### src/rtl/sofq_pkg.sv
// ----------------------------------------------------------------------------
// sofq_pkg
// Shared types and constants for the four-queue shared store: command and
// status codes, default queue depths, priority orders and the pick struct.
// ----------------------------------------------------------------------------
package sofq_pkg;

    // default queue depths
    localparam int Q1_DEPTH_DEF = 5;
    localparam int Q2_DEPTH_DEF = 3;
    localparam int Q3_DEPTH_DEF = 2;
    localparam int Q4_DEPTH_DEF = 6;

    // a fill counter holds 0..31
    localparam int FILL_W = 5;
    localparam int WORD_W = 32;

    // command codes
    localparam logic CMD_INSERT = 1'b0;
    localparam logic CMD_DELETE = 1'b1;

    // result status codes
    typedef enum logic [1:0] {
        ST_DONE      = 2'd0,
        ST_OVERFLOW  = 2'd1,
        ST_UNDERFLOW = 2'd2
    } t_status;

    // queue priority orders, first entry is tried first
    localparam logic [1:0] INS_ORDER [4] = '{2'd2, 2'd1, 2'd0, 2'd3};
    localparam logic [1:0] DEL_ORDER [4] = '{2'd3, 2'd0, 2'd1, 2'd2};

    // outcome of the queue selection
    typedef struct packed {
        logic       found;
        logic [1:0] queue;
    } t_pick;

endpackage

### src/rtl/sofq_ram.sv
// ----------------------------------------------------------------------------
// sofq_ram
// Generic single-write, single-read RAM with registered read data.
// ----------------------------------------------------------------------------
module sofq_ram #(
    parameter int WIDTH = 32,
    parameter int DEPTH = 16,
    localparam int AW = (DEPTH > 1) ? $clog2(DEPTH) : 1
) (
    input  logic             i_clk,
    input  logic             i_we,
    input  logic [AW-1:0]    i_waddr,
    input  logic [WIDTH-1:0] i_wdata,
    input  logic             i_re,
    input  logic [AW-1:0]    i_raddr,
    output logic [WIDTH-1:0] o_rdata
);

    logic [WIDTH-1:0] r_mem [DEPTH];
    logic [WIDTH-1:0] r_rdata;

    // write port
    always_ff @(posedge i_clk) begin
        if (i_we) begin
            r_mem[i_waddr] <= i_wdata;
        end
    end

    // registered read port
    always_ff @(posedge i_clk) begin
        if (i_re) begin
            r_rdata <= r_mem[i_raddr];
        end
    end

    assign o_rdata = r_rdata;

endmodule

### src/rtl/sofq_sel.sv
// ----------------------------------------------------------------------------
// sofq_sel
// Priority queue selection: the first queue with room for an insert, or the
// first non-empty queue for a delete, each in its own fixed order.
// ----------------------------------------------------------------------------
module sofq_sel import sofq_pkg::*; (
    input  logic       i_cmd,
    input  logic [3:0] i_full,
    input  logic [3:0] i_empty,
    output t_pick      o_pick
);

    logic [3:0] avail;
    t_pick      pick;

    // queues that can serve this command
    assign avail = (i_cmd == CMD_INSERT) ? ~i_full : ~i_empty;

    // walk the order backwards so the earliest candidate wins
    always_comb begin
        pick = '0;
        for (int k = 3; k >= 0; k--) begin
            if (i_cmd == CMD_INSERT) begin
                if (avail[INS_ORDER[k]]) begin
                    pick.found = 1'b1;
                    pick.queue = INS_ORDER[k];
                end
            end else begin
                if (avail[DEL_ORDER[k]]) begin
                    pick.found = 1'b1;
                    pick.queue = DEL_ORDER[k];
                end
            end
        end
    end

    assign o_pick = pick;

endmodule

### src/rtl/spill_order_four_queue_store_core.sv
// ----------------------------------------------------------------------------
// spill_order_four_queue_store_core
// Four FIFO queues laid out back to back in one shared word store. Inserts
// spill 3, 2, 1, 4; deletes pop 4, 1, 2, 3 and shift the queue down.
// ----------------------------------------------------------------------------
//
// channel   direction  signals                                  handshake
// command   in         i_command, i_value                       start & !busy
// result    out        o_status, o_queue_number, o_popped_value o_done strobe
//
// Insert, overflow and underflow: result strobes the cycle after the
// transaction, busy stays low, so one can follow every cycle.
// Delete of a queue holding f words: the read/shift sequencer walks all f words
// once through the store's read and write ports with busy high, and the result
// strobes in the cycle after the walk ends.
// Reset clears the fill counters and the sequencer; store contents are left.
// The receiver cannot stall: each result is valid for one cycle only.
// ----------------------------------------------------------------------------
module spill_order_four_queue_store_core import sofq_pkg::*; #(
    parameter int Q1_DEPTH = Q1_DEPTH_DEF,
    parameter int Q2_DEPTH = Q2_DEPTH_DEF,
    parameter int Q3_DEPTH = Q3_DEPTH_DEF,
    parameter int Q4_DEPTH = Q4_DEPTH_DEF
) (
    input  logic              i_clk,
    input  logic              i_rst_n,
    input  logic              start,
    output logic              busy,
    input  logic              i_command,
    input  logic signed [31:0] i_value,
    output logic              o_done,
    output logic [1:0]        o_status,
    output logic [1:0]        o_queue_number,
    output logic signed [31:0] o_popped_value
);

    localparam int STORE_WORDS = Q1_DEPTH + Q2_DEPTH + Q3_DEPTH + Q4_DEPTH;
    localparam int ADDR_W = (STORE_WORDS > 1) ? $clog2(STORE_WORDS) : 1;

    localparam logic [FILL_W-1:0] Q_DEPTH [4] = '{
        FILL_W'(Q1_DEPTH), FILL_W'(Q2_DEPTH), FILL_W'(Q3_DEPTH), FILL_W'(Q4_DEPTH)
    };
    localparam logic [ADDR_W-1:0] Q_BASE [4] = '{
        ADDR_W'(0),
        ADDR_W'(Q1_DEPTH),
        ADDR_W'(Q1_DEPTH + Q2_DEPTH),
        ADDR_W'(Q1_DEPTH + Q2_DEPTH + Q3_DEPTH)
    };

    typedef enum logic [1:0] {
        S_IDLE  = 2'b01,
        S_SHIFT = 2'b10
    } t_state;

    t_state                   r_state, n_state;
    logic [FILL_W-1:0]        r_fill [4];
    logic [FILL_W-1:0]        n_fill [4];
    logic [FILL_W-1:0]        r_cnt, n_cnt;
    logic [FILL_W-1:0]        r_len, n_len;
    logic [ADDR_W-1:0]        r_base, n_base;
    logic [1:0]               r_q, n_q;
    logic [WORD_W-1:0]        r_head, n_head;
    logic                     r_done, n_done;
    t_status                  r_status, n_status;
    logic [1:0]               r_qnum, n_qnum;
    logic [WORD_W-1:0]        r_pop, n_pop;

    logic [3:0]               full, empty;
    t_pick                    pick;
    logic                     accept;

    logic                     ram_we, ram_re;
    logic [ADDR_W-1:0]        ram_waddr, ram_raddr;
    logic [WORD_W-1:0]        ram_wdata, ram_rdata;

    // queue status flags
    always_comb begin
        for (int q = 0; q < 4; q++) begin
            full[q]  = (r_fill[q] == Q_DEPTH[q]);
            empty[q] = (r_fill[q] == '0);
        end
    end

    // priority selection
    sofq_sel u_sel (
        .i_cmd   (i_command),
        .i_full  (full),
        .i_empty (empty),
        .o_pick  (pick)
    );

    assign busy   = (r_state != S_IDLE);
    assign accept = start && !busy;

    // sequencer and store port control
    always_comb begin
        n_state  = r_state;
        n_fill   = r_fill;
        n_cnt    = r_cnt;
        n_len    = r_len;
        n_base   = r_base;
        n_q      = r_q;
        n_head   = r_head;
        n_done   = 1'b0;
        n_status = r_status;
        n_qnum   = r_qnum;
        n_pop    = r_pop;

        ram_we    = 1'b0;
        ram_waddr = r_base + ADDR_W'(r_cnt - FILL_W'(2));
        ram_wdata = ram_rdata;
        ram_re    = 1'b0;
        ram_raddr = r_base + ADDR_W'(r_cnt);

        case (r_state)
            S_IDLE: begin
                if (accept) begin
                    if (!pick.found) begin
                        // overflow or underflow, nothing changes
                        n_done   = 1'b1;
                        n_status = (i_command == CMD_INSERT) ? ST_OVERFLOW : ST_UNDERFLOW;
                        n_qnum   = '0;
                        n_pop    = '0;
                    end else if (i_command == CMD_INSERT) begin
                        // append at the tail of the chosen queue
                        ram_we    = 1'b1;
                        ram_waddr = Q_BASE[pick.queue] + ADDR_W'(r_fill[pick.queue]);
                        ram_wdata = i_value;
                        n_fill[pick.queue] = r_fill[pick.queue] + FILL_W'(1);
                        n_done   = 1'b1;
                        n_status = ST_DONE;
                        n_qnum   = pick.queue;
                        n_pop    = '0;
                    end else begin
                        // start the read/shift walk over the chosen queue
                        n_state = S_SHIFT;
                        n_cnt   = '0;
                        n_len   = r_fill[pick.queue];
                        n_base  = Q_BASE[pick.queue];
                        n_q     = pick.queue;
                    end
                end
            end
            S_SHIFT: begin
                // read word cnt, data of word cnt-1 arrives now
                ram_re = (r_cnt < r_len);
                if (r_cnt == FILL_W'(1)) begin
                    n_head = ram_rdata;
                end
                ram_we = (r_cnt >= FILL_W'(2));
                n_cnt  = r_cnt + FILL_W'(1);
                if (r_cnt == r_len) begin
                    n_state   = S_IDLE;
                    n_fill[r_q] = r_fill[r_q] - FILL_W'(1);
                    n_done    = 1'b1;
                    n_status  = ST_DONE;
                    n_qnum    = r_q;
                    n_pop     = (r_cnt == FILL_W'(1)) ? ram_rdata : r_head;
                end
            end
            default: begin
                n_state = S_IDLE;
            end
        endcase
    end

    // control registers
    always_ff @(posedge i_clk) begin
        if (!i_rst_n) begin
            r_state <= S_IDLE;
            r_done  <= 1'b0;
            for (int q = 0; q < 4; q++) begin
                r_fill[q] <= '0;
            end
        end else begin
            r_state <= n_state;
            r_done  <= n_done;
            r_fill  <= n_fill;
        end
    end

    // payload registers
    always_ff @(posedge i_clk) begin
        r_cnt    <= n_cnt;
        r_len    <= n_len;
        r_base   <= n_base;
        r_q      <= n_q;
        r_head   <= n_head;
        r_status <= n_status;
        r_qnum   <= n_qnum;
        r_pop    <= n_pop;
    end

    // shared word store
    sofq_ram #(
        .WIDTH (WORD_W),
        .DEPTH (STORE_WORDS)
    ) u_store (
        .i_clk   (i_clk),
        .i_we    (ram_we),
        .i_waddr (ram_waddr),
        .i_wdata (ram_wdata),
        .i_re    (ram_re),
        .i_raddr (ram_raddr),
        .o_rdata (ram_rdata)
    );

    // result ports
    assign o_done         = r_done;
    assign o_status       = r_status;
    assign o_queue_number = r_qnum;
    assign o_popped_value = r_pop;

endmodule
### config.mk
export PLATFORM = sky130hd
export DESIGN_NAME = spill_order_four_queue_store_core
export DESIGN_NICKNAME = d
export VERILOG_FILES = /design/src/rtl/sofq_pkg.sv /design/src/rtl/sofq_ram.sv /design/src/rtl/sofq_sel.sv /design/src/rtl/spill_order_four_queue_store_core.sv
export SDC_FILE = /design/constraint.sdc
export NUM_CORES = 1
export LEC_CHECK = 0
export BUFFER_PORTS_ARGS = -buffer_cell sky130_fd_sc_hd__buf_2
export CORE_ASPECT_RATIO = 1.75
export CORE_MARGIN = 2
export CORE_UTILIZATION = 48
export DETAILED_ROUTE_END_ITERATION = 10
export SYNTH_ARGS = -nofsm -noshare
export SYNTH_HDL_FRONTEND = slang
export SYNTH_SLANG_ARGS = --single-unit
### constraint.sdc
create_clock -name i_clk -period 9.3 [get_ports i_clk]
set_input_delay 1.86 -clock i_clk [delete_from_list [all_inputs] [get_ports i_clk]]
set_output_delay 1.86 -clock i_clk [all_outputs]
set_load 0.01 [all_outputs]
### Yosys cells after proc, flatten, opt, wreduce, memory -nomap -nowiden

Memory sizes are Yosys's and may differ from the RTL's. A register that Yosys moved wholly into a read port is not among the register bits.
Cells that the tools add are included.

* $add $sub $neg: 7
* $mul: 0
* div/mod/pow operators: 0
* order comparisons: 6
* eq/ne operators: 15
* shift operators: 0
* mux-type cells: 78
* bitwise logic cells: 4
* reductions and logical operators: 14

Operator list (number)
* 32-bit two-way mux: 9
* 20-bit two-way mux: 4
* 32-bit one-hot mux with 2 select lines: 1
* 5-bit two-way mux: 9
* 20-bit bitwise mux: 2
* 20-bit one-hot mux with 2 select lines: 1
* 3-bit two-way mux: 12
* 4-bit two-way mux: 7
* 2-bit two-way mux: 13
* 5-bit binary-select mux with 2-bit select: 2
* 5-bit demux with 2-bit select: 2
* 5-bit logical NOT: 4
* 4-bit AND reduction: 4
* 4-bit adder: 3
* 2-bit one-hot mux with 2 select lines: 3
* 5-bit by 1-bit adder with 5-bit output (second input constant): 2
* 5-bit by 2-bit == test with 1-bit output (second input constant): 2
* 5-bit by 3-bit == test with 1-bit output (second input constant): 2
* 2-bit != test (second input constant): 5
* 5-bit one-hot mux with 2 select lines: 1
* 1-bit two-way mux: 9
* 4-bit binary-select mux with 2-bit select: 1
* 4-bit inverter: 2
* 3-bit greater-or-equal comparator (second input constant): 2
* 17 further kinds: 22

* bits in registers: 107
* latch bits: 0
* RAM bits: 512
* ROM bits: 0
* bits of input ports: 36
* output and inout port bits: 38
* word-level logic and storage cells: 139
* memories: 1

Memories
* u_store.r_mem: words 16, bits a word 32, read ports 1, clocked after Yosys merged registers in 1, wr ports 1, RTL line sofq_ram.sv:19 `logic [WIDTH-1:0] r_mem [DEPTH];`

### Longest topological paths before layout

Gate-level depths: netlist (run 1).

* depth in word-level cells: 21
* mapped depth: 17
* depth with buffers taken out: 14

### Cells and area by module

From an unflattened synthesis (run 1), not the netlist that was laid out.

* cell total of the unflattened synthesis: 1354
* area, all modules: 26314.0 um^2

Modules (own cells, without submodules)
* sofq_ram: times used 1, cells an instance 838, area an instance 20155.6 um^2, seq. area each 16335.7 um^2
* spill_order_four_queue_store_core: times used 1, cells an instance 502, area an instance 6079.6 um^2, seq. area each 2922.8 um^2
* sofq_sel: times used 1, cells an instance 14, area an instance 78.8 um^2, seq. area each 0.0 um^2

### Worst setup path before layout (run 1)

OpenSTA, ideal clock, no wires.

* path type: input port to flip-flop
* start: input i_command
* end: memory u_store.r_mem[5][0] (enable)
* setup time: 0.461 ns
* arrival time: 6.658 ns
* data required time: 8.839 ns
* slack: 2.181 ns
* cell stages on the path: 13
* path buffers: 1
* cells stage by stage: nor3b_1 o21ai_2 o211a_1 nor2_1 buf_2 nand2_1 a32oi_2 ha_1 ha_1 or3_1 a21o_1 nand2b_1 nor3_1

* word-level cells in the longest chain between the ends: 18
* elaborated cells between the ends (all ways): 31
* those cells by class: 1 x add/sub; 29 x mux; 1 x bitwise

Ends and longest elaborated chain
* start: declaration: RTL line spill_order_four_queue_store_core.sv:29 `input logic i_command,`
* 4-bit two-way mux: RTL line sofq_sel.sv:17 `assign avail = (i_cmd == CMD_INSERT) ? ~i_full : ~i_empty;`
* 3-bit two-way mux (on tied branches): RTL line sofq_sel.sv:24, sofq_sel.sv:29
* 3-bit two-way mux: RTL line sofq_sel.sv:23 `if (i_cmd == CMD_INSERT) begin`
* 3-bit two-way mux (on tied branches): RTL line sofq_sel.sv:24, sofq_sel.sv:29
* 3-bit two-way mux: RTL line sofq_sel.sv:23
* 3-bit two-way mux (on tied branches): RTL line sofq_sel.sv:24, sofq_sel.sv:29
* 3-bit two-way mux: RTL line sofq_sel.sv:23
* 3-bit two-way mux (on tied branches): RTL line sofq_sel.sv:24, sofq_sel.sv:29
* 3-bit two-way mux: RTL line sofq_sel.sv:23
* 2-bit inverter with 3-bit output (not written as such): RTL line spill_order_four_queue_store_core.sv:127 `ram_waddr = Q_BASE[pick.queue] + ADDR_W'(r_fill[pick.queue]);`
* 4-bit binary-select mux with 2-bit select or 5-bit binary-select mux with 2-bit select (tied branches): RTL line spill_order_four_queue_store_core.sv:127
* 4-bit two-way mux (not written as such) or 5-bit two-way mux (tied branches) (2 in series)
* 4-bit adder: RTL line spill_order_four_queue_store_core.sv:127
* 4-bit two-way mux: RTL line spill_order_four_queue_store_core.sv:124 `end else if (i_command == CMD_INSERT) begin`
* 4-bit two-way mux: RTL line spill_order_four_queue_store_core.sv:118 `if (!pick.found) begin`
* 4-bit two-way mux: RTL line spill_order_four_queue_store_core.sv:117 `if (accept) begin`
* 4-bit two-way mux: RTL line spill_order_four_queue_store_core.sv:115 `case (r_state)`
* end: declaration: RTL line sofq_ram.sv:19

Several ways; a longest one is shown, not always the timed one. The select of a mux whose other input is x is not followed.

### Worst setup path after layout (run 1)

* start: input i_command
* end: memory u_store.r_mem[14][20] (enable)

The elaborated chain is that of the path after synthesis.

==> results of run 1 <==
state kept, by name, indices dropped and copies added (netlist names):
signal	count
r_cnt	5
o_queue_number	2
r_q	1
r_head	32
r_base	3
r_len	5
o_done	1
r_fill	20
u_store.o_rdata	32
r_state	2
o_popped_value	32
o_status	2
u_store.r_mem	512
worst min path at each step:
| stage | to | slack (ns) | depth (start not counted) |
|---|---|---|---|
| after detailed placement | r_state[0] | 0.50 | 1 |
| after floorplan | r_state[1] | 0.45 | 2 |
| after global routing | r_state[0] | 0.53 | 1 |
| after global placement | r_state[0] | 0.47 | 1 |
| after CTS | r_state[0] | 0.51 | 1 |
| final | r_state[0] | 0.51 | 1 |
stage by stage:
| step | hold slack, ns | area (sq um) |
|---|---|---|
| 2_1_floorplan | 0.4530 | 26470 |
| 3_3_place_gp | 0.4660 | 27840 |
| 3_5_place_dp | 0.4960 | 27840 |
| 4_1_cts | 0.5116 | 29790 |
| 5_1_grt | 0.5279 | 29790 |
| 6_report | 0.5089 | 29790 |
layout make-up:
class	instances	area, sq um	share of cell area [%]
clock inverter	37	444.2	1.491
sequential	649	19260	64.64
multi-input combinational	637	7008	23.52
timing repair buffer	104	598.1	2.007
clock buffer	69	1514	5.081
inverter	29	108.9	0.3653
tap	690	863.3	2.898
layer usage:
metal,share of wire (%),GRT usage [%],up-vias,routed length (um)
li1,-,-,5775,-
met1,38,26.53,6949,23630
met2,55,40.91,359,34070
met3,3.1,2.668,116,1910
met4,4.0,9.035,0,2509
met5,0,0,-,0
cells in the final DEF, fill, tap and decap left out, drive strengths merged, types with 3 or more instances in the layout:
cell and instances:
o21a 5, nand2b 5, o21ai 21, o22ai 6
clkbuf 69, or2 4, or3 9, a211oi 4
nand2 123, inv 31, o221ai 3, clkinv 22
bufinv 10, nor2 32, mux4 165, nor3 20
nand3 13, edfxtp 626, o31ai 3, mux2 34
o211a 7, buf 104, o211ai 7, a21oi 28
nor3b 5, a2111oi 3, xnor2 10, a31oi 5
xor2 4, ha 21, nor4 4, nor2b 9
mux2i 5, clkinvlp 3, o22a 4, dfxtp 23
and4 3, a21o 5, and2 37
worst register-to-register path, stage by stage, from the launching register on:
cell and delay (ns):
dfxtp_1 0.40, nor4_1 0.65, a21o_1 0.31, and3_1 0.25
nor2_1 0.06, buf_4 0.21, inv_1 0.26, nand2_1 0.11
a32oi_2 0.48, ha_1 0.30, ha_1 0.20, inv_1 0.05
o32a_1 0.35, o21ai_0 0.09, a32oi_1 0.35, nor2_4 1.01
report_power, final:
group	total, mW	switching [mW]	internal, mW
clock network	2.49	1.05	1.44
registers	3.39	0.0398	3.35
logic	1.15	0.651	0.499
total	7.03	1.75	5.29
cell families after synthesis:
family / Yosys count / synth area share, %
buffers and inverters: 98 / 1.465
AOI/OAI and AO/OA: 119 / 3.318
DFF: 649 / 72.75
adders and majority gates: 23 / 1.144
and+or+nand+nor: 277 / 5.190
xor gates and xnor gates: 14 / 0.4632
muxes: 204 / 15.67
==> out/metrics.yaml, run 1 <==
rsz0062_at_grt: "no"
synth_area_leaders: "edfxtp_1, mux4_2, nand2_1"
rr_worst_depth: 15
netlist.area_leader.share_pct: 71.01
max-slew-margin-rel_pct: 23.14
drt_pass1_iterations: 6
ios: 74
utilization_pct: 54.74
cts_buffers: 58
post_cts_resized: 0
outcome: "finished, final reports clean"
syn_area_per_cell_sq_um: 19.13
ant_nets: 0
worstMarginPinSlew_ns: 1.150
critical_path_required_ns: 9.51
reg2reg_to: "u_store.r_mem[14][20]"
clock_skew_ns: 0.02365
clkLatencyLatePin_ns: 0.61
critPathMaxStageDelay_ns: 1.01
overflow: 0
rr_startpoint: "r_fill[9]"
slew_viol_final: 0
initial_utilization_pct: 48.63
holdBufCountCts: 0
synth.distinct_cells: 76
insertedDiodeCount: 0
place.gp.congestion: 0.8836
n_fill_cell: 4157
drc_errors: 0
startpoint: "i_command"
cts_tree: "done"
synthFlopType: "edfxtp_1"
crit_chain: "buf_2 -> and3b_1 -> o21ai_2 -> o211a_1 -> nor2_1 -> buf_4 -> inv_1 -> nand2_1 -> a32oi_2 -> ha_1 -> ha_1 -> inv_1 -> o32a_1 -> o21ai_0 -> a32oi_1 -> nor2_4"
min_from: "r_state[0]"
io_buffer_count: 73
totalPowerFinal_mw: 7.033
yosys_warnings: 0
drt-total-wl_mm: 62.13
grt.total_usage_pct: 22.24
ys_top_cells_by_count: "edfxtp_1, mux4_2, nand2_1"
cp.depth: 16
area_growth_pct: 12.55
setup.worst_path.end_class: "flop"
power_density_nw_per_um2: 236.1
synth_edf_count: 626
tns_ns: 0
crit_slowest_cell: "nor2_4"
grt_pass1_wl_mm: 92.38
rows: 113
setup_viol: 0
drtIter0Drc: 1038
arrival_ns: 6.42
post_cts_buffers: 0
synthArstFlopShare_pct: 0
synth-seq-cells: 649
layout-drive-gt1-share_pct: 28.98
antenna_found_initial: 0
dieHeight_um: 314.7
yosysSeqAreaShare_pct: 72.75
fin_crit_ns: 6.213
htreeDepth: 2
timing.final.ws_setup_ns: 3.087
syn_area_sq_um: 26470
placed_cells: 2109
yosysTopAreaCell: "edfxtp_1"
hold_violations: 0
grt_max_degree: 64
reg2reg_slack_ns: 3.83
fmax_ghz: 0.1610
path_delay_family: "compound AO/OA/AOI/OAI gates"
cp_max_fo: 32
cts.sinks: 649
p_leak_nw: 9.764
peakVddDrop_mv: 0.1702
dieArea_sq_um: 57120
die_w_um: 181.5
post-dp-hpwl_mm: 37.17
endpoint: "u_store.r_mem[14][20]"
min_path_type: "flop to flop"
place_ws_ns: 2.527
crit_buf_inv: 4
finalNonFillerCells: 2215
grt_pass1_vias: 14020
vias: 13200
vias_per_cell: 5.959
core_area_sq_um: 54430
critPathLaunchType: "input port"
drt-wirelength-per-cell_um: 28.05
syn_nets: 1443
nets: 1538
yosysMostFrequentCell: "edfxtp_1"
crit_type: "input port to flop"
cap_viol_max_count: 0
clk_pin_slew_ns: 0.07
fin_crit_sh_pct: 66.81
clockBufferDepth: 3
syn_inst: 1384
root_buffer: "clkbuf_16"
(Power assumes the default switching activity.)
==> run 2, diff against run 1 <==
--- a/config.mk
+++ b/config.mk
@@ -5,6 +5,7 @@
 export SDC_FILE = /design/constraint.sdc
 export NUM_CORES = 1
 export LEC_CHECK = 0
+export ABC_AREA = 1
 export BUFFER_PORTS_ARGS = -buffer_cell sky130_fd_sc_hd__buf_2
 export CORE_ASPECT_RATIO = 1.75
 export CORE_MARGIN = 2
==> constraint.sdc (replaced) <==
create_clock -name i_clk -period 6.5 [get_ports i_clk]
set_input_delay 1.3 -clock i_clk [delete_from_list [all_inputs] [get_ports i_clk]]
set_output_delay 1.3 -clock i_clk [all_outputs]
set_load 0.01 [all_outputs]
==> run 2 against run 1 <==
Non-clock buffer count grew 8. Die area grew 1.5%. Via count grew 35%.
==> out/metrics.yaml, run 2 <==
core_area_sq_um: 55340  # +1.7%
grt_pass1_wl_mm: 112.2  # +21%
syn_inst: 2180  # +58%
fmax_ghz: 0.2024
drt-wirelength-per-cell_um: 25.69  # -8.4%
place.gp.congestion: 0.9812  # +11%
min_path_type: "flop to flop"
slew_viol_final: 0  # unchanged
synthSimpleGateAreaFrac_pct: 10.60  # +5.4 points
htreeDepth: 2  # unchanged
arrival_ns: 5.25  # -1.17 ns
dr_wl_met2_mm: 40.31  # +18%
syn_area_per_cell_sq_um: 12.32  # -36%
synthFlopType: "edfxtp_1"
cts_tree: "done"
highest_layer: "met4"
setup.worst_path.end_class: "flop"
met1_length_mm: 27.42  # +16%
drt_pass1_iterations: 6  # unchanged
clockBufferDepth: 3  # unchanged
post_cts_resized: 0  # unchanged
synth_top_family_by_area: "compound AO/OA/AOI/OAI gates"
cts_buffers: 57  # -1.7%
syn_area_sq_um: 26860  # +1.5%
max-slew-margin-rel_pct: 33.98  # +11 points
rsz0062_at_grt: "no"
placed_area_sq_um: 28110  # +0.98%
synth-xor-area-share_pct: 0.4192  # -0.044 points
cts.sinks: 649  # unchanged
place_ws_ns: 0.8774  # -1.650 ns
yosysTopAreaCell: "edfxtp_1"
drc_errors: 0  # unchanged
cap_viol_max_count: 0  # unchanged
setup_viol: 0  # unchanged
critical_path_required_ns: 6.81  # -2.70 ns
vias_per_cell: 5.995  # +0.61%
ios: 74  # unchanged
synth_area_leaders: "edfxtp_1, o21ai_0, nor2_1"
drt-total-wl_mm: 76.15  # +23%
initial_utilization_pct: 48.54  # -0.092 points
synth-compound-area-share_pct: 12.35  # +9.0 points
grt_pass1_vias: 18080  # +29%
dieArea_sq_um: 57950  # +1.5%
yosysSeqAreaShare_pct: 71.69  # -1.1 points
critPathLaunchType: "input port"
final_common_cell: "edfxtp_1"
drtIter0Drc: 1652  # +59%
fin_area_sq_um: 29950  # +0.52%
area_growth_pct: 11.48
post-dp-hpwl_mm: 48.60  # +31%
grt.total_usage_pct: 26.33  # +4.1 points
nets: 2281  # +48%
layout-drive-gt1-share_pct: 12.26  # -17 points
clock_skew_ns: 0.01674  # -0.006913 ns
antenna_found_initial: 1  # +1
synth-seq-cells: 649  # unchanged
clkLatencyLatePin_ns: 0.61  # about the same
timing.final.ws_setup_ns: 1.560  # -1.527 ns
die_w_um: 182.8  # +0.72%
layout_common_cells: "edfxtp_1, o21ai_0, nor2_1"
post_cts_buffers: 0  # unchanged
rows: 114  # +0.88%
overflow: 0  # unchanged
tns_ns: 0  # unchanged
yosysMostFrequentCell: "edfxtp_1"
netlist.area_leader.share_pct: 69.97  # -1.0 points
met3_length_mm: 3.614  # +89%
insertedDiodeCount: 0  # unchanged
ant_nets: 0  # unchanged
fin_crit_ns: 4.940
io_buffer_count: 73  # unchanged
ys_top_cells_by_count: "edfxtp_1, nor2_1, o21ai_0"
hold_violations: 0  # unchanged
synth.distinct_cells: 50  # -34%
yosys_warnings: 0  # unchanged
outcome: "finished, final reports clean"
root_buffer: "clkbuf_16"
synthAdderAreaFrac_pct: 1.127  # -0.017 points
crit_type: "input port to flop"
synthArstFlopShare_pct: 0  # unchanged
holdBufCountCts: 0  # unchanged
vias: 17770  # +35%
clk_pin_slew_ns: 0.07  # about the same
synthMuxAreaShare_pct: 0  # -16 points
syn_nets: 2239  # +55%
grt_max_degree: 130  # +100%
whs_ns: 0.4891  # -0.01984 ns
dieHeight_um: 317.0  # +0.73%
worstMarginPinSlew_ns: 0.9902  # -0.1600 ns
largest_reg_flops: 512  # unchanged
synth_edf_count: 626  # unchanged
fin_crit_sh_pct: 76.00
cp_max_fo: 19  # -41%
regMostFlops: "u_store.r_mem"
==> run 2: cell count changes after synthesis, sizes merged, moves of 107 or more <==
cell	change
nor2	+332
o221ai	+126
mux4	-165
nand2	+107
o21ai	+335
inv	+108
==> run 2: path summary, 6_finish.rpt <==
check / from / end / slack (ns) / cells past startpoint
worst min-delay path: r_state[1] / r_state[1] / 0.49 / 2
worst max register to register: r_cnt[0] / u_store.r_mem[9][28] / 1.71 / 10
worst min register to register: r_state[1] / r_state[1] / 0.49 / 2
worst max-delay path: i_command / u_store.r_mem[11][27] / 1.56 / 18
==> run 2: cell families after synthesis <==
| logic type | Yosys count |
|---|---|
| AND/OR/NAND/NOR | 681 |
| flip-flops | 649 |
| AO/OA/AOI/OAI | 549 |
| buffers and inverters | 266 |
| adder cells (fa/ha/maj) | 23 |
| XOR/XNOR | 12 |
==> run 2: final cells by class <==
class	count	area, sq um
Fill cell	4704	25390
Sequential cell	649	19260
Multi-Input combinational cell	1265	6777
Clock buffer	66	1460
Tap cell	696	870.8
Timing Repair Buffer	112	683.2
Inverter	137	521.8
Clock inverter	39	377.9
==> run 2: per-layer routing <==
metal | track usage (%) | vias to the layer above
li1 | - | 8007
met1 | 29.30 | 8944
met2 | 48.57 | 620
met3 | 2.920 | 199
met4 | 15.58 | 0
met5 | 0 | -
==> run 2: worst max-delay path: stages <==
cell and delay, ns:
buf_2 0.20, inv_2 0.15, nand3_2 0.08, a21oi_2 0.21, inv_1 0.10, nor2_4 0.11, nand2_4 0.07, nand2_8 0.09
nand2_2 0.13, o22ai_1 0.29, nor3_4 0.10, ha_1 0.21, ha_1 0.28, inv_1 0.03, o21ai_0 0.31, nand3_1 0.46
nor2_4 0.74, buf_4 0.35
==> run 2: per-stage QoR <==
step                      util, %  cells
after floorplan                 -   2180
after global placement      50.79   2859
after detailed placement    50.79   2859
after CTS                   54.11   2964
after global routing        54.11   2964
final                       54.11   2964
Power of run 2 is not shown: default switching activity piles up to over one toggle a cycle in this logic, so the estimate is an artifact.
==> run 3, diff against run 2 <==
--- a/config.mk
+++ b/config.mk
@@ -11,6 +11,7 @@
 export CORE_MARGIN = 2
 export CORE_UTILIZATION = 48
 export DETAILED_ROUTE_END_ITERATION = 10
+export PLACE_DENSITY = 0.66
 export SYNTH_ARGS = -nofsm -noshare
 export SYNTH_HDL_FRONTEND = slang
 export SYNTH_SLANG_ARGS = --single-unit
==> constraint.sdc (replaced) <==
create_clock -name i_clk -period 4 [get_ports i_clk]
set_input_delay 0.8 -clock i_clk [delete_from_list [all_inputs] [get_ports i_clk]]
set_output_delay 0.8 -clock i_clk [all_outputs]
set_load 0.01 [all_outputs]
==> run 3 against run 2 <==
Sequential cell count is the same. Critical path depth grew 1. Setup slack lost 1.2 ns. Utilization grew 1.3 points. Clock skew grew 0.012 ns. First-iteration DRC count grew 19%. Die area is the same. Highest routed layer is now met5. Routed wire length shrank 7.2%. Count of clock-buffer cells in the layout is the same. Cell count grew 2.1%.
==> out/metrics.yaml, run 3 (synthesized netlist as in run 2, its figures left out) <==
outcome: "finished, final reports clean"
drt-wirelength-per-cell_um: 23.37  # -9.0%
area_growth_pct: 14.16
post-dp-hpwl_mm: 45.14  # -7.1%
fmax_ghz: 0.2714
grt_pass1_vias: 17830  # -1.4%
io_buffer_count: 73  # unchanged
netSwitchingFraction_pct: 43.57
vias_per_cell: 5.930  # -1.1%
cts_tree: "done"
clkLatencyLatePin_ns: 0.63  # +0.02 ns
clk_pin_slew_ns: 0.07  # about the same
cap_viol_max_count: 0  # unchanged
drtIter0Drc: 1964  # +19%
grt-busiest-layer: "met2"
ant_nets: 0  # unchanged
multi_input_area_sq_um: 6787  # +0.15%
p_seq_share_pct: 33.6
power_density_nw_per_um2: 910.9
n_fill_cell: 4533  # -3.6%
setup.worst_path.end_class: "flop"
max-slew-margin-rel_pct: 24.86  # -9.1 points
grt_max_degree: 105  # -19%
antenna_found_initial: 2  # +1
fin_area_sq_um: 30670  # +2.4%
largest_reg_flops: 512  # unchanged
critPathMaxStageDelay_ns: 0.32  # -0.42 ns
min_path_type: "flop to flop"
dieHeight_um: 317.0  # unchanged
worstMarginPinSlew_ns: 1.127  # +0.1369 ns
p_clk_share_pct: 19.0
clock_skew_ns: 0.02840  # +0.01166 ns
p_leak_nw: 10.76
cp_max_fo: 10  # -9
power_frac_comb_pct: 47.3
grt_pass1_wl_mm: 105.8  # -5.7%
grt.total_usage_pct: 24.38  # -2.0 points
vias: 17940  # +0.95%
regMostFlops: "u_store.r_mem"
dieArea_sq_um: 57950  # unchanged
place.gp.congestion: 0.9597  # -2.2%
ios: 74  # unchanged
critical_path_required_ns: 4.31  # -2.50 ns
die_w_um: 182.8  # unchanged
rows: 114  # unchanged
rsz0062_at_grt: "no"
overflow: 0  # unchanged
cts_buffers: 57  # unchanged
arrival_ns: 3.99  # -1.26 ns
clockBufferDepth: 3  # unchanged
met2_usage_pct: 43.91  # -4.7 points
regArea_sq_um: 19260  # unchanged
hold_violations: 0  # unchanged
switching_power_mw: 12.17
layout-drive-gt1-share_pct: 14.60  # +2.3 points
cts.sinks: 649  # unchanged
post_cts_buffers: 0  # unchanged
initial_utilization_pct: 48.54  # unchanged
p_int_mw: 15.76
layout_common_cells: "edfxtp_1, o21ai_0, nor2_1"
peakVddDrop_mv: 0.9806
critPathLaunchType: "flop"
core_area_sq_um: 55340  # unchanged
final_common_cell: "edfxtp_1"
drc_errors: 0  # unchanged
slew_viol_final: 0  # unchanged
grt_use_met1_pct: 29.67  # +0.37 points
fin_crit_ns: 3.684
htreeDepth: 2  # unchanged
setup_viol: 0  # unchanged
drt-total-wl_mm: 70.69  # -7.2%
nets: 2343  # +2.7%
crit_slowest_cell: "dfxtp_1"
grt.met3_usage_pct: 3.252  # +0.33 points
place_ws_ns: -0.1327  # -1.010 ns
timing.final.ws_setup_ns: 0.3159  # -1.244 ns
drt_pass1_iterations: 5  # -1
placed_area_sq_um: 28890  # +2.8%
crit_chain: "nor2_2 -> nand3_1 -> o21ai_2 -> nand2_1 -> nand2_4 -> nand2_8 -> nor2_1 -> inv_2 -> nor2_1 -> nor3_4 -> ha_1 -> ha_1 -> o21bai_1 -> xnor2_2 -> nand2_1 -> o21ai_2 -> nand3_2 -> nor2_4 -> buf_4"
crit_type: "flop to flop"
fin_crit_sh_pct: 92.10
root_buffer: "clkbuf_16"
[run 3: cell count changes in the layout (fill, tap and decap cells not counted), moves of 2 or more]
cell / before / now
bufinv_16: 6 / 3
buf_4: 37 / 74
buf_12: 2 / 27
clkinv_2: 11 / 13
[run 3: timing repair]
action | CTS | global route
resized for setup | 0 | 2
hold buffers | 0 | 0
setup endpoints to repair | 0 | 447
[run 3: area by class of cell]
type | count | share of cell area [%]
Inverter | 137 | 1.701
Clock inverter | 37 | 1.004
Clock buffer | 66 | 4.761
Sequential cell | 649 | 62.79
Antenna cell | 1 | 0.008159
Tap cell | 696 | 2.839
Timing Repair Buffer | 174 | 4.765
Multi-Input combinational cell | 1265 | 22.13
[run 3: power groups by stage]
stage	Clock, mW	Combinational [mW]	Sequential, mW
2_1_floorplan	0	8.02	9.53
4_1_cts	5.39	13.2	9.40
6_report	5.31	13.2	9.40
5_1_grt	5.61	14.5	9.47
3_5_place_dp	0	13.1	9.54
3_3_place_gp	0	12.9	9.51
[run 3: final timing paths]
kind / startpoint / endpoint / slack [ns] / depth (start not counted)
worst max-delay path: r_fill[7] / u_store.r_mem[1][27] / 0.32 / 19
worst min-delay path: r_state[1] / r_state[1] / 0.51 / 2
worst max register to register: r_fill[7] / u_store.r_mem[1][27] / 0.32 / 19
worst min register to register: r_state[1] / r_state[1] / 0.51 / 2
[run 3: critical path, delay by kind of cell, from the launching register on]
kind,cells,cell delay [ns]
compound gates,3,0.47
buf+inv,2,0.27
flops,1,0.32
fa+ha+maj,2,0.39
xor+xnor,1,0.27
simple gates,11,1.66
[run 3: stage by stage]
stage	power (mW)	hold slack (ns)	setup TNS [ns]	cells	utilization (%)
floorplan	17.55	0.4524	-211.71	2180	-
global placement	22.41	0.4760	-30.17	2921	52.20
detailed placement	22.62	0.4955	-23.70	2921	52.20
CTS	27.94	0.4868	0	3024	55.39
global route	29.54	0.5230	0	3024	55.41
finish	27.94	0.5107	0	3025	55.42
[run 3: per-layer routing]
metal  part of all wire (%)  up-vias
met4                    3.8        4
met1                     37     8841
met2                     52      805
met3                    6.6      161
met5                  0.037        -
li1                       -     8127
